[src/rtl/xlf_pkg.sv]
`timescale 1ns / 1ps
// ----------------------------------------------------------------------------
// xlf_pkg
// Shared types, codes and helpers for the lazy flags evaluator pipeline.
// ----------------------------------------------------------------------------
package xlf_pkg;

  localparam int unsigned DataW  = 64;
  localparam int unsigned FlagsW = 12;

  localparam logic [3:0] CMD_ADD   = 4'd0;
  localparam logic [3:0] CMD_SUB   = 4'd1;
  localparam logic [3:0] CMD_LOGIC = 4'd2;
  localparam logic [3:0] CMD_INC   = 4'd3;
  localparam logic [3:0] CMD_DEC   = 4'd4;
  localparam logic [3:0] CMD_SHL   = 4'd5;
  localparam logic [3:0] CMD_SAR   = 4'd6;
  localparam logic [3:0] CMD_MUL   = 4'd7;
  localparam logic [3:0] CMD_BMI   = 4'd8;
  localparam logic [3:0] CMD_ADC   = 4'd9;

  localparam logic [1:0] SIZE_BYTE  = 2'd0;
  localparam logic [1:0] SIZE_WORD  = 2'd1;
  localparam logic [1:0] SIZE_DWORD = 2'd2;
  localparam logic [1:0] SIZE_QWORD = 2'd3;

  localparam int unsigned FLAG_CF = 0;
  localparam int unsigned FLAG_PF = 2;
  localparam int unsigned FLAG_AF = 4;
  localparam int unsigned FLAG_ZF = 6;
  localparam int unsigned FLAG_SF = 7;
  localparam int unsigned FLAG_OF = 11;

  // stage 1: operands masked to size
  typedef struct packed {
    logic [3:0]       cmd;
    logic [1:0]       size;
    logic [DataW-1:0] d;
    logic [DataW-1:0] s;
    logic             carry_in;
    logic             src_b0;
    logic             src_nz;
  } s1_t;

  // stage 2: sums, compares and reductions
  typedef struct packed {
    logic [3:0]       cmd;
    logic [1:0]       size;
    logic [DataW-1:0] d;
    logic [DataW-1:0] s;
    logic [DataW-1:0] t_add;
    logic [DataW-1:0] t_sub;
    logic             cf_sub;
    logic             lt;
    logic             eq;
    logic             d_zero;
    logic             s_zero;
    logic             par_even;
    logic             af_inc;
    logic             af_dec;
    logic             of_inc;
    logic             of_dec;
    logic             carry_in;
    logic             src_b0;
    logic             src_nz;
  } s2_t;

  function automatic logic [DataW-1:0] size_mask(input logic [1:0] size);
    logic [DataW-1:0] m;
    unique case (size)
      SIZE_BYTE:  m = 64'h0000_0000_0000_00FF;
      SIZE_WORD:  m = 64'h0000_0000_0000_FFFF;
      SIZE_DWORD: m = 64'h0000_0000_FFFF_FFFF;
      SIZE_QWORD: m = 64'hFFFF_FFFF_FFFF_FFFF;
    endcase
    return m;
  endfunction

  function automatic logic [DataW-1:0] sign_val(input logic [1:0] size);
    logic [DataW-1:0] v;
    unique case (size)
      SIZE_BYTE:  v = 64'h0000_0000_0000_0080;
      SIZE_WORD:  v = 64'h0000_0000_0000_8000;
      SIZE_DWORD: v = 64'h0000_0000_8000_0000;
      SIZE_QWORD: v = 64'h8000_0000_0000_0000;
    endcase
    return v;
  endfunction

  function automatic logic top_bit(input logic [DataW-1:0] v, input logic [1:0] size);
    logic b;
    unique case (size)
      SIZE_BYTE:  b = v[7];
      SIZE_WORD:  b = v[15];
      SIZE_DWORD: b = v[31];
      SIZE_QWORD: b = v[63];
    endcase
    return b;
  endfunction

endpackage

[src/rtl/xlf_mask.sv]
`timescale 1ns / 1ps
// ----------------------------------------------------------------------------
// xlf_mask
// Stage 1: unpacks the request and masks result and source to operand size.
// ----------------------------------------------------------------------------
module xlf_mask (
  input  logic                           clk,
  input  logic                           rst_n,
  input  logic                           valid_i,
  output logic                           ready_o,
  input  logic [3:0]                     cmd_i,
  input  logic [1:0]                     size_i,
  input  logic [xlf_pkg::DataW-1:0]      result_i,
  input  logic [xlf_pkg::DataW-1:0]      source_i,
  input  logic                           carry_i,
  output logic                           valid_o,
  input  logic                           ready_i,
  output xlf_pkg::s1_t                   data_o
);

  logic         valid_r;
  xlf_pkg::s1_t data_r;
  xlf_pkg::s1_t data_nxt;
  logic [xlf_pkg::DataW-1:0] m;

  assign ready_o = !valid_r || ready_i;
  assign valid_o = valid_r;
  assign data_o  = data_r;

  always_comb begin
    m                 = xlf_pkg::size_mask(size_i);
    data_nxt.cmd      = cmd_i;
    data_nxt.size     = size_i;
    data_nxt.d        = result_i & m;
    data_nxt.s        = source_i & m;
    data_nxt.carry_in = carry_i;
    data_nxt.src_b0   = source_i[0];
    data_nxt.src_nz   = |source_i;
  end

  always_ff @(posedge clk) begin
    if (!rst_n) begin
      valid_r <= 1'b0;
    end else if (ready_o) begin
      valid_r <= valid_i;
    end
  end

  always_ff @(posedge clk) begin
    if (ready_o && valid_i) begin
      data_r <= data_nxt;
    end
  end

endmodule

[src/rtl/xlf_arith.sv]
`timescale 1ns / 1ps
// ----------------------------------------------------------------------------
// xlf_arith
// Stage 2: wide add/subtract, compares, parity and per-kind detections.
// ----------------------------------------------------------------------------
module xlf_arith (
  input  logic         clk,
  input  logic         rst_n,
  input  logic         valid_i,
  output logic         ready_o,
  input  xlf_pkg::s1_t data_i,
  output logic         valid_o,
  input  logic         ready_i,
  output xlf_pkg::s2_t data_o
);

  logic         valid_r;
  xlf_pkg::s2_t data_r;
  xlf_pkg::s2_t data_nxt;
  logic [xlf_pkg::DataW-1:0] m;
  logic [xlf_pkg::DataW-1:0] sv;
  logic [xlf_pkg::DataW:0]   sum;
  logic                      cout;

  assign ready_o = !valid_r || ready_i;
  assign valid_o = valid_r;
  assign data_o  = data_r;

  always_comb begin
    m   = xlf_pkg::size_mask(data_i.size);
    sv  = xlf_pkg::sign_val(data_i.size);
    sum = {1'b0, data_i.d} + {1'b0, data_i.s};
    unique case (data_i.size)
      xlf_pkg::SIZE_BYTE:  cout = sum[8];
      xlf_pkg::SIZE_WORD:  cout = sum[16];
      xlf_pkg::SIZE_DWORD: cout = sum[32];
      xlf_pkg::SIZE_QWORD: cout = sum[64];
    endcase
    data_nxt.cmd      = data_i.cmd;
    data_nxt.size     = data_i.size;
    data_nxt.d        = data_i.d;
    data_nxt.s        = data_i.s;
    data_nxt.t_add    = (data_i.d - data_i.s) & m;
    data_nxt.t_sub    = sum[xlf_pkg::DataW-1:0] & m;
    data_nxt.cf_sub   = cout;
    data_nxt.lt       = data_i.d < data_i.s;
    data_nxt.eq       = data_i.d == data_i.s;
    data_nxt.d_zero   = data_i.d == '0;
    data_nxt.s_zero   = data_i.s == '0;
    data_nxt.par_even = ~(^data_i.d[7:0]);
    // borrow/carry into bit 4 of d -/+ 1
    data_nxt.af_inc   = data_i.d[3:0] == 4'h0;
    data_nxt.af_dec   = data_i.d[3:0] == 4'hF;
    data_nxt.of_inc   = data_i.d == sv;
    data_nxt.of_dec   = data_i.d == (sv - 64'd1);
    data_nxt.carry_in = data_i.carry_in;
    data_nxt.src_b0   = data_i.src_b0;
    data_nxt.src_nz   = data_i.src_nz;
  end

  always_ff @(posedge clk) begin
    if (!rst_n) begin
      valid_r <= 1'b0;
    end else if (ready_o) begin
      valid_r <= valid_i;
    end
  end

  always_ff @(posedge clk) begin
    if (ready_o && valid_i) begin
      data_r <= data_nxt;
    end
  end

endmodule

[src/rtl/xlf_flags.sv]
`timescale 1ns / 1ps
// ----------------------------------------------------------------------------
// xlf_flags
// Stage 3: selects flags by kind and holds the output register.
// ----------------------------------------------------------------------------
module xlf_flags (
  input  logic                           clk,
  input  logic                           rst_n,
  input  logic                           valid_i,
  output logic                           ready_o,
  input  xlf_pkg::s2_t                   data_i,
  output logic                           valid_o,
  input  logic                           ready_i,
  output logic [xlf_pkg::FlagsW-1:0]     flags_o
);

  logic                          valid_r;
  logic [xlf_pkg::FlagsW-1:0]    flags_r;
  logic [xlf_pkg::FlagsW-1:0]    flags_nxt;
  logic                          cf;
  logic                          af;
  logic                          of;
  logic                          pf;
  logic                          sf;

  assign ready_o = !valid_r || ready_i;
  assign valid_o = valid_r;
  assign flags_o = flags_r;

  always_comb begin
    cf = 1'b0;
    af = 1'b0;
    of = 1'b0;
    pf = data_i.par_even;
    sf = xlf_pkg::top_bit(data_i.d, data_i.size);
    flags_nxt = '0;
    unique case (data_i.cmd)
      xlf_pkg::CMD_ADD: begin
        cf = data_i.lt;
        af = data_i.d[4] ^ data_i.s[4] ^ data_i.t_add[4];
        of = xlf_pkg::top_bit(~(data_i.s ^ data_i.t_add) & (data_i.s ^ data_i.d),
                              data_i.size);
      end
      xlf_pkg::CMD_SUB: begin
        cf = data_i.cf_sub;
        af = data_i.d[4] ^ data_i.s[4] ^ data_i.t_sub[4];
        of = xlf_pkg::top_bit((data_i.t_sub ^ data_i.s) & (data_i.t_sub ^ data_i.d),
                              data_i.size);
      end
      xlf_pkg::CMD_LOGIC: begin
      end
      xlf_pkg::CMD_INC: begin
        cf = data_i.src_b0;
        af = data_i.af_inc;
        of = data_i.of_inc;
      end
      xlf_pkg::CMD_DEC: begin
        cf = data_i.src_b0;
        af = data_i.af_dec;
        of = data_i.of_dec;
      end
      xlf_pkg::CMD_SHL: begin
        cf = xlf_pkg::top_bit(data_i.s, data_i.size);
        of = xlf_pkg::top_bit(data_i.s ^ data_i.d, data_i.size);
      end
      xlf_pkg::CMD_SAR: begin
        cf = data_i.s[0];
        of = xlf_pkg::top_bit(data_i.s ^ data_i.d, data_i.size);
      end
      xlf_pkg::CMD_MUL: begin
        cf = data_i.src_nz;
        of = data_i.src_nz;
      end
      xlf_pkg::CMD_BMI: begin
        cf = data_i.s_zero;
        pf = 1'b0;
      end
      default: begin
      end
    endcase
    flags_nxt[xlf_pkg::FLAG_CF] = cf;
    flags_nxt[xlf_pkg::FLAG_PF] = pf;
    flags_nxt[xlf_pkg::FLAG_AF] = af;
    flags_nxt[xlf_pkg::FLAG_ZF] = data_i.d_zero;
    flags_nxt[xlf_pkg::FLAG_SF] = sf;
    flags_nxt[xlf_pkg::FLAG_OF] = of;
    if (data_i.cmd == xlf_pkg::CMD_ADC) begin
      flags_nxt = '0;
      flags_nxt[xlf_pkg::FLAG_CF] = data_i.lt || (data_i.carry_in && data_i.eq);
    end else if (data_i.cmd > xlf_pkg::CMD_ADC) begin
      flags_nxt = '0;
    end
  end

  always_ff @(posedge clk) begin
    if (!rst_n) begin
      valid_r <= 1'b0;
    end else if (ready_o) begin
      valid_r <= valid_i;
    end
  end

  always_ff @(posedge clk) begin
    if (ready_o && valid_i) begin
      flags_r <= flags_nxt;
    end
  end

endmodule

[src/rtl/x86_lazy_flags_evaluator_top.sv]
`timescale 1ns / 1ps
// ----------------------------------------------------------------------------
// x86_lazy_flags_evaluator_top
// Rebuilds the x86 flags word (CF PF AF ZF SF OF) from a saved result,
// source, operation kind and operand size; adc kind returns only the carry, higher kinds all zero.
//
// Input stream: in_tuser carries the operation kind, in_tdata the size,
// saved result, saved source and carry-in. One request gives one output
// request on out_tdata holding the 12-bit flags word.
// The request passes through the mask, arithmetic and flag-select register
// stages in that order. Throughput: one request per cycle while out_tready
// is high; every stage holds its own valid bit and takes new data when it
// is empty or its successor takes its contents.
// When the receiver holds out_tready low, the stages fill up one by one and
// in_tready drops only once all three hold requests; nothing is dropped or
// repeated. Reset (rst_n low, synchronous) clears all valid bits; the block
// has no other state and no configuration.
// ----------------------------------------------------------------------------
module x86_lazy_flags_evaluator_top (
  input  logic         clk,
  input  logic         rst_n,
  input  logic         in_tvalid,
  output logic         in_tready,
  // [1:0] size_code, [65:2] result_value, [129:66] source_value,
  // [130] carry_in, [135:131] zero
  input  logic [135:0] in_tdata,
  // [3:0] command
  input  logic [3:0]   in_tuser,
  output logic         out_tvalid,
  input  logic         out_tready,
  // [11:0] flags_word, [15:12] zero
  output logic [15:0]  out_tdata
);

  logic                       s1_valid;
  logic                       s1_ready;
  xlf_pkg::s1_t               s1_data;
  logic                       s2_valid;
  logic                       s2_ready;
  xlf_pkg::s2_t               s2_data;
  logic [xlf_pkg::FlagsW-1:0] flags;

  xlf_mask u_mask (
    .clk      (clk),
    .rst_n    (rst_n),
    .valid_i  (in_tvalid),
    .ready_o  (in_tready),
    .cmd_i    (in_tuser),
    .size_i   (in_tdata[1:0]),
    .result_i (in_tdata[65:2]),
    .source_i (in_tdata[129:66]),
    .carry_i  (in_tdata[130]),
    .valid_o  (s1_valid),
    .ready_i  (s1_ready),
    .data_o   (s1_data)
  );

  xlf_arith u_arith (
    .clk     (clk),
    .rst_n   (rst_n),
    .valid_i (s1_valid),
    .ready_o (s1_ready),
    .data_i  (s1_data),
    .valid_o (s2_valid),
    .ready_i (s2_ready),
    .data_o  (s2_data)
  );

  xlf_flags u_flags (
    .clk     (clk),
    .rst_n   (rst_n),
    .valid_i (s2_valid),
    .ready_o (s2_ready),
    .data_i  (s2_data),
    .valid_o (out_tvalid),
    .ready_i (out_tready),
    .flags_o (flags)
  );

  assign out_tdata = {4'd0, flags};

endmodule

[config.mk]
export PLATFORM = sky130hd
export DESIGN_NAME = x86_lazy_flags_evaluator_top
export DESIGN_NICKNAME = d
export VERILOG_FILES = /design/src/rtl/xlf_pkg.sv /design/src/rtl/xlf_mask.sv /design/src/rtl/xlf_arith.sv /design/src/rtl/xlf_flags.sv /design/src/rtl/x86_lazy_flags_evaluator_top.sv
export SDC_FILE = /design/constraint.sdc
export NUM_CORES = 1
export LEC_CHECK = 0
export ABC_CLOCK_PERIOD_IN_PS = 7700
export BUFFER_PORTS_ARGS = -buffer_cell sky130_fd_sc_hd__buf_2
export CAP_MARGIN = 20
export CORE_MARGIN = 2
export CORE_UTILIZATION = 30
export CTS_CLUSTER_DIAMETER = 100
export CTS_CLUSTER_SIZE = 28
export DETAILED_ROUTE_END_ITERATION = 10
export SETUP_SLACK_MARGIN = 0.5
export SLEW_MARGIN = 5
export SYNTH_ARGS = -nofsm -noshare
export SYNTH_HDL_FRONTEND = slang
export SYNTH_SLANG_ARGS = --single-unit
[constraint.sdc]
create_clock -name clk -period 7.7 [get_ports clk]
set_input_delay 0.77 -clock clk [delete_from_list [all_inputs] [get_ports clk]]
set_output_delay 0.77 -clock clk [all_outputs]
set_load 0.02 [all_outputs]
==> Word level (Yosys, flattened, before mapping) <==
Index checks and enable logic that the tools add are counted.
{ "op_classes": {"n_addsub": 3, "magnitude_cmp": 2, "n_eq_ne": 21, "mux": 14, "bitwise": 15, "reduce_logical": 24} }
{ "op_table": {"columns": ["op", "count"], "rows": [
  ["$pmux 64 s4", 3],
  ["$and 64x64->64", 6],
  ["$xor 64x64->64", 4],
  ["$eq 64x64->1", 3],
  ["$logic_not 64->1", 2],
  ["$add 64x64->65", 1],
  ["$lt 64x64->1", 1],
  ["$not 64->64", 1],
  ["$reduce_or 64->1", 1],
  ["$sub 64x1->64 const B", 1],
  ["$sub 64x64->64", 1],
  ["$pmux 1 s4", 7],
  ["$eq 4x3->1 const B", 4],
  ["$eq 2x2->1 const B", 6],
  ["$eq 4x4->1 const B", 3],
  ["$logic_not 4->1", 2],
  ["$reduce_xor 8->1", 1],
  ["$pmux 1 s7", 1],
  ["$eq 2x1->1 const B", 3],
  ["$logic_not 2->1", 3],
  ["$pmux 1 s6", 1],
  ["$reduce_or 2->1", 3],
  ["$eq 4x1->1 const B", 1],
  ["$eq 4x2->1 const B", 1],
  ["8 further kinds", 19]
]} }
{ "totals": {"ff_bits": 427, "in_bits": 144, "out_inout_bits": 18, "elab_cells": 112} }

==> Depth between registers and ports, before layout <==
{ "logic_depth": {"depth_word": 5, "ltp_mapped": 9, "depth_no_buf": 9} }

==> Modules after synthesis <==
From an unflattened synthesis, not the netlist that was laid out.
{ "unflattened": {"hier_cells": 2244, "hier_area_um2": 24151.9} }
{ "by_module_without_submodules": {"columns": ["mod", "instances", "cells_per_inst", "area_each_um2", "seq_area_each_um2"], "rows": [
  ["xlf_arith", 1, 1842, 18186.2, 8247.9],
  ["xlf_mask", 1, 294, 5047.3, 4103.9],
  ["xlf_flags", 1, 103, 884.6, 200.2],
  ["x86_lazy_flags_evaluator_top", 1, 5, 33.8, 0.0]
]} }

==> Least setup slack after synthesis <==
Ideal clock, no wire load.
{ "synth_timing": {"kind": "register to register", "from": "register u_mask.valid_r, in the netlist u_mask.valid_o", "to": "register u_mask.data_r, in the netlist u_mask.data_o[0], enable pin", "setup_ns": 0.713, "arrival_ns": 7.675, "path_slack_ns": -0.688, "stages_incl_launch_ff": 2, "n_path_buf": 0, "synth_period_minus_slack_ns": 8.388, "cell_sequence": "dfxtp_1 -> a31oi_1"} }
{ "synth_between": {"elab_chain_cells": 3} }
{ "synth_rtl": {"columns": ["element", "line", "source"], "rows": [
  ["start, declared", "xlf_mask.sv:21", "logic valid_r;"],
  ["start signal, assigned", "xlf_mask.sv:45", "valid_r <= valid_i;"],
  ["$logic_not 1->1", "xlf_mask.sv:26", "assign ready_o = !valid_r || ready_i;"],
  ["$logic_or 1x1->1", "xlf_mask.sv:26", null],
  ["$logic_and 1x1->1", "xlf_mask.sv:50", "if (ready_o && valid_i) begin"],
  ["end signal, assigned", "xlf_mask.sv:51", "data_r <= data_nxt;"],
  ["end, declared", "xlf_mask.sv:22", "xlf_pkg::s1_t data_r;"]
]} }
No other way between the ends.
A chain may end at the register's enable or synchronous reset.

==> flow_summary.yaml <==
sta:
  finalSetupTns_ps: 0
  rsz0062_at_grt: "false"
  fin_crit_sh_pct: 46.87
  skew_ps: 10.56
  worstMarginPinSlew_ps: 1046
  max_freq_mhz: 277.1
  whs_ps: 422.8
  layout_min_cycle_time_ps: 3609
  slew_headroom_pct: 30.29
  hold_viol: 0
  finalMaxSlewViolations: 0
  finalSetupViolCount: 0
detailed_routing:
  vias: 8559
  postRouteAntennaNets: 0
  first_iter_violations: 628
  top_layer_used: "met4"
  wl_met1_um: 14410
  drt_wl_total_um: 31460
  wl_met3_um: 1235
  wl_per_cell_um: 18.47
  drt_pass1_iterations: 6
  wl_met2_um: 15140
  vias_per_cell: 5.026
  detail_route.drc_violations: 0
run_status:
  status: "finished clean"
logic_synthesis:
  synth.area.top_cells: "edfxtp_1 (48%), ha_1 (15%), and3_1 (3.7%)"
  yosysMostFrequentCell: "edfxtp_1"
  ys_async_sr_fraction_pct: 0
  synth_edf_count: 181
  synthesis.area_um2: 11400
  postSynthAreaPerCell_um2: 10.99
  synth_top_area_share_pct: 47.68
  synth_warnings: 0
  yosysUniqueCellTypes: 68
  syn_inst: 1037
  seq_area_frac_synth_pct: 48.21
  netlist_top_cells_count: "edfxtp_1 (181), ha_1 (135), inv_1 (98)"
  ys_ff_latch: 184
  synth_top_area_cell: "edfxtp_1"
  synth_flop_cell: "edfxtp_1"
layout:
  fin_nets: 1458
  final_layout_size_suffix_gt1_share_pct: 17.11
  diodes: 0
  final.fill_count: 3701
  multi_input_area_um2: 5418
  seqCellArea_um2: 5495
  areaGrowthSynthToFinish_pct: 16.27
setup_path:
  rr_startpoint: "u_mask.data_o[129]"
  startpoint_type: "flip-flop"
  cpMaxStageDelayCell: "or4b_4"
  cp.arrival_ps: 3800
  worstSetupPathType: "flip-flop to flip-flop"
  rr_endpoint: "u_arith.data_o[76]"
  crit_buf_inv: 0
  crit_end: "u_arith.data_o[76]"
  worst-r2r-setup-slack_ps: 4090
  crit_path_max_fanout: 4
  crit_cells: 8
  end_kind: "flip-flop"
  worstPathCellList: "ha_1 > or4_1 > or4b_1 > or4b_4 > or3_4 > a311oi_2 > or3_1 > a21oi_2"
  cp_top_family: "simple AND/OR/NAND/NOR gates"
  crit_path_max_incr_delay_ps: 560
  cp_data_required_time_ps: 7890
  r2r_cells: 8
  crit_start: "u_mask.data_o[129]"
cts:
  clkLatencyLatePin_ps: 450
  cts_tree: "yes"
  post_cts_resized: 0
  cts_inserted_buffers: 17
  cts.clk_slew.worst_paths_ps: 80
  cts_max_level: 4
  cts_sinks: 184
  cts_setup_buffers: 0
  cts_hold_buf: 0
  clockBufferDepth: 2
  cts-root-buf: "clkbuf_16"
die:
  num_rows: 71
  die_y_um: 198.9
  start_util_pct: 30.33
  die_x_um: 198.9
  core_area_um2: 37580
  pin_count: 162
  dieArea_um2: 39570
grt:
  grt_pass1_wl_um: 48870
  grt_overflow: 0
  antenna_found_initial: 0
  grt_start_max_net_pins: 99
  grt_pass1_vias: 8593
  track_usage_pct: 16.33
placed_design:
  gp_congestion: 0.8880
  port_buffers: 146
  hpwl_um: 24650
hold_path:
  holdCritPathClass: "flip-flop to flip-flop"
  hold_start: "u_mask.data_o[2]"
power_and_ir_drop:
  p_per_area_nw_per_um2: 193.7
  ir_drop_mv: 0.1691
  p_leak_nw: 5.507
run:
  cap_violations: 0
[worst min-delay path by stage]
stage                               end  cells after the start
global placement      u_arith.data_o[2]                      0
floorplan             u_arith.data_o[0]                      0
finish                u_arith.data_o[2]                      0
CTS                 u_arith.data_o[274]                      0
global route          u_arith.data_o[2]                      0
detailed placement  u_arith.data_o[274]                      0
[cells by family after synthesis]
group	count (synthesis)	synth area share [%]
compound gates	167	9.561
xor+xnor	15	1.153
fa+ha+maj	135	14.82
buf+inv	135	4.786
flops	184	48.21
mux	9	1.361
other cells	1	0.03290
simple gates	391	20.08
[per-stage QoR]
| step | total power (W) | worst slack [ps] | std cells | instance area, um2 | utilization, % |
|---|---|---|---|---|---|
| after floorplan | 0.001571 | 2207 | 1046 | 11440 | - |
| after global placement | 0.001721 | 4137 | 1670 | 12680 | 33.75 |
| after detailed placement | 0.001731 | 4136 | 1671 | 12690 | 33.77 |
| after CTS | 0.002582 | 4102 | 1703 | 13250 | 35.27 |
| after global routing | 0.002691 | 3949 | 1703 | 13250 | 35.27 |
| final | 0.002568 | 4091 | 1703 | 13250 | 35.27 |
[layout by cell type (no fill, tap or decap), drive strengths merged, types with 8 or more instances in the layout]
cell type / count
nand2: 34
buf: 151
nand2b: 10
nor2: 33
and3: 67
nand4: 38
nor2b: 30
inv: 105
xnor2: 9
conb: 10
ha: 135
a31oi: 9
and2: 37
o21ai: 28
a21o: 14
a21oi: 53
nor3: 30
nand3: 17
nor4: 57
clkbuf: 18
nor3b: 8
edfxtp: 181
[report_power, final]
| part | total (W) | switching, W | internal (W) | leakage [nW] |
|---|---|---|---|---|
| clock network | 0.000854 | 0.000425 | 0.000429 | 0.276 |
| logic | 0.000434 | 0.000247 | 0.000187 | 3.49 |
| registers | 0.00128 | 0.0000886 | 0.00119 | 1.75 |
[area by class of cell]
class / instances / share of cell area (%)
clock buffer: 18 / 3.238
inverter: 98 / 2.776
multi-input combinational: 727 / 40.88
tap: 511 / 4.824
clock inverter: 14 / 1.020
sequential: 184 / 41.47
timing repair buffer: 151 / 5.797
[state kept, by name, indices dropped and copies added (netlist names)]
register,cells
u_flags.flags_o,6
u_arith.valid_o,1
u_arith.data_o,39
u_mask.data_o,136
u_mask.valid_o,1
u_flags.valid_o,1
[per-layer routing]
metal	track usage, %	vias to the layer above
met1	21.48	4125
met3	2.340	36
met2	27.67	235
met5	0	-
met4	5.196	0
li1	-	4163
[worst reg2reg max path, stage by stage (launching register included)]
cell	delay (ps)
edfxtp_1	510
ha_1	370
or4_1	520
or4b_1	520
or4b_4	560
or3_4	390
a311oi_2	270
or3_1	160
a21oi_2	50
(Power assumes the default switching activity.)
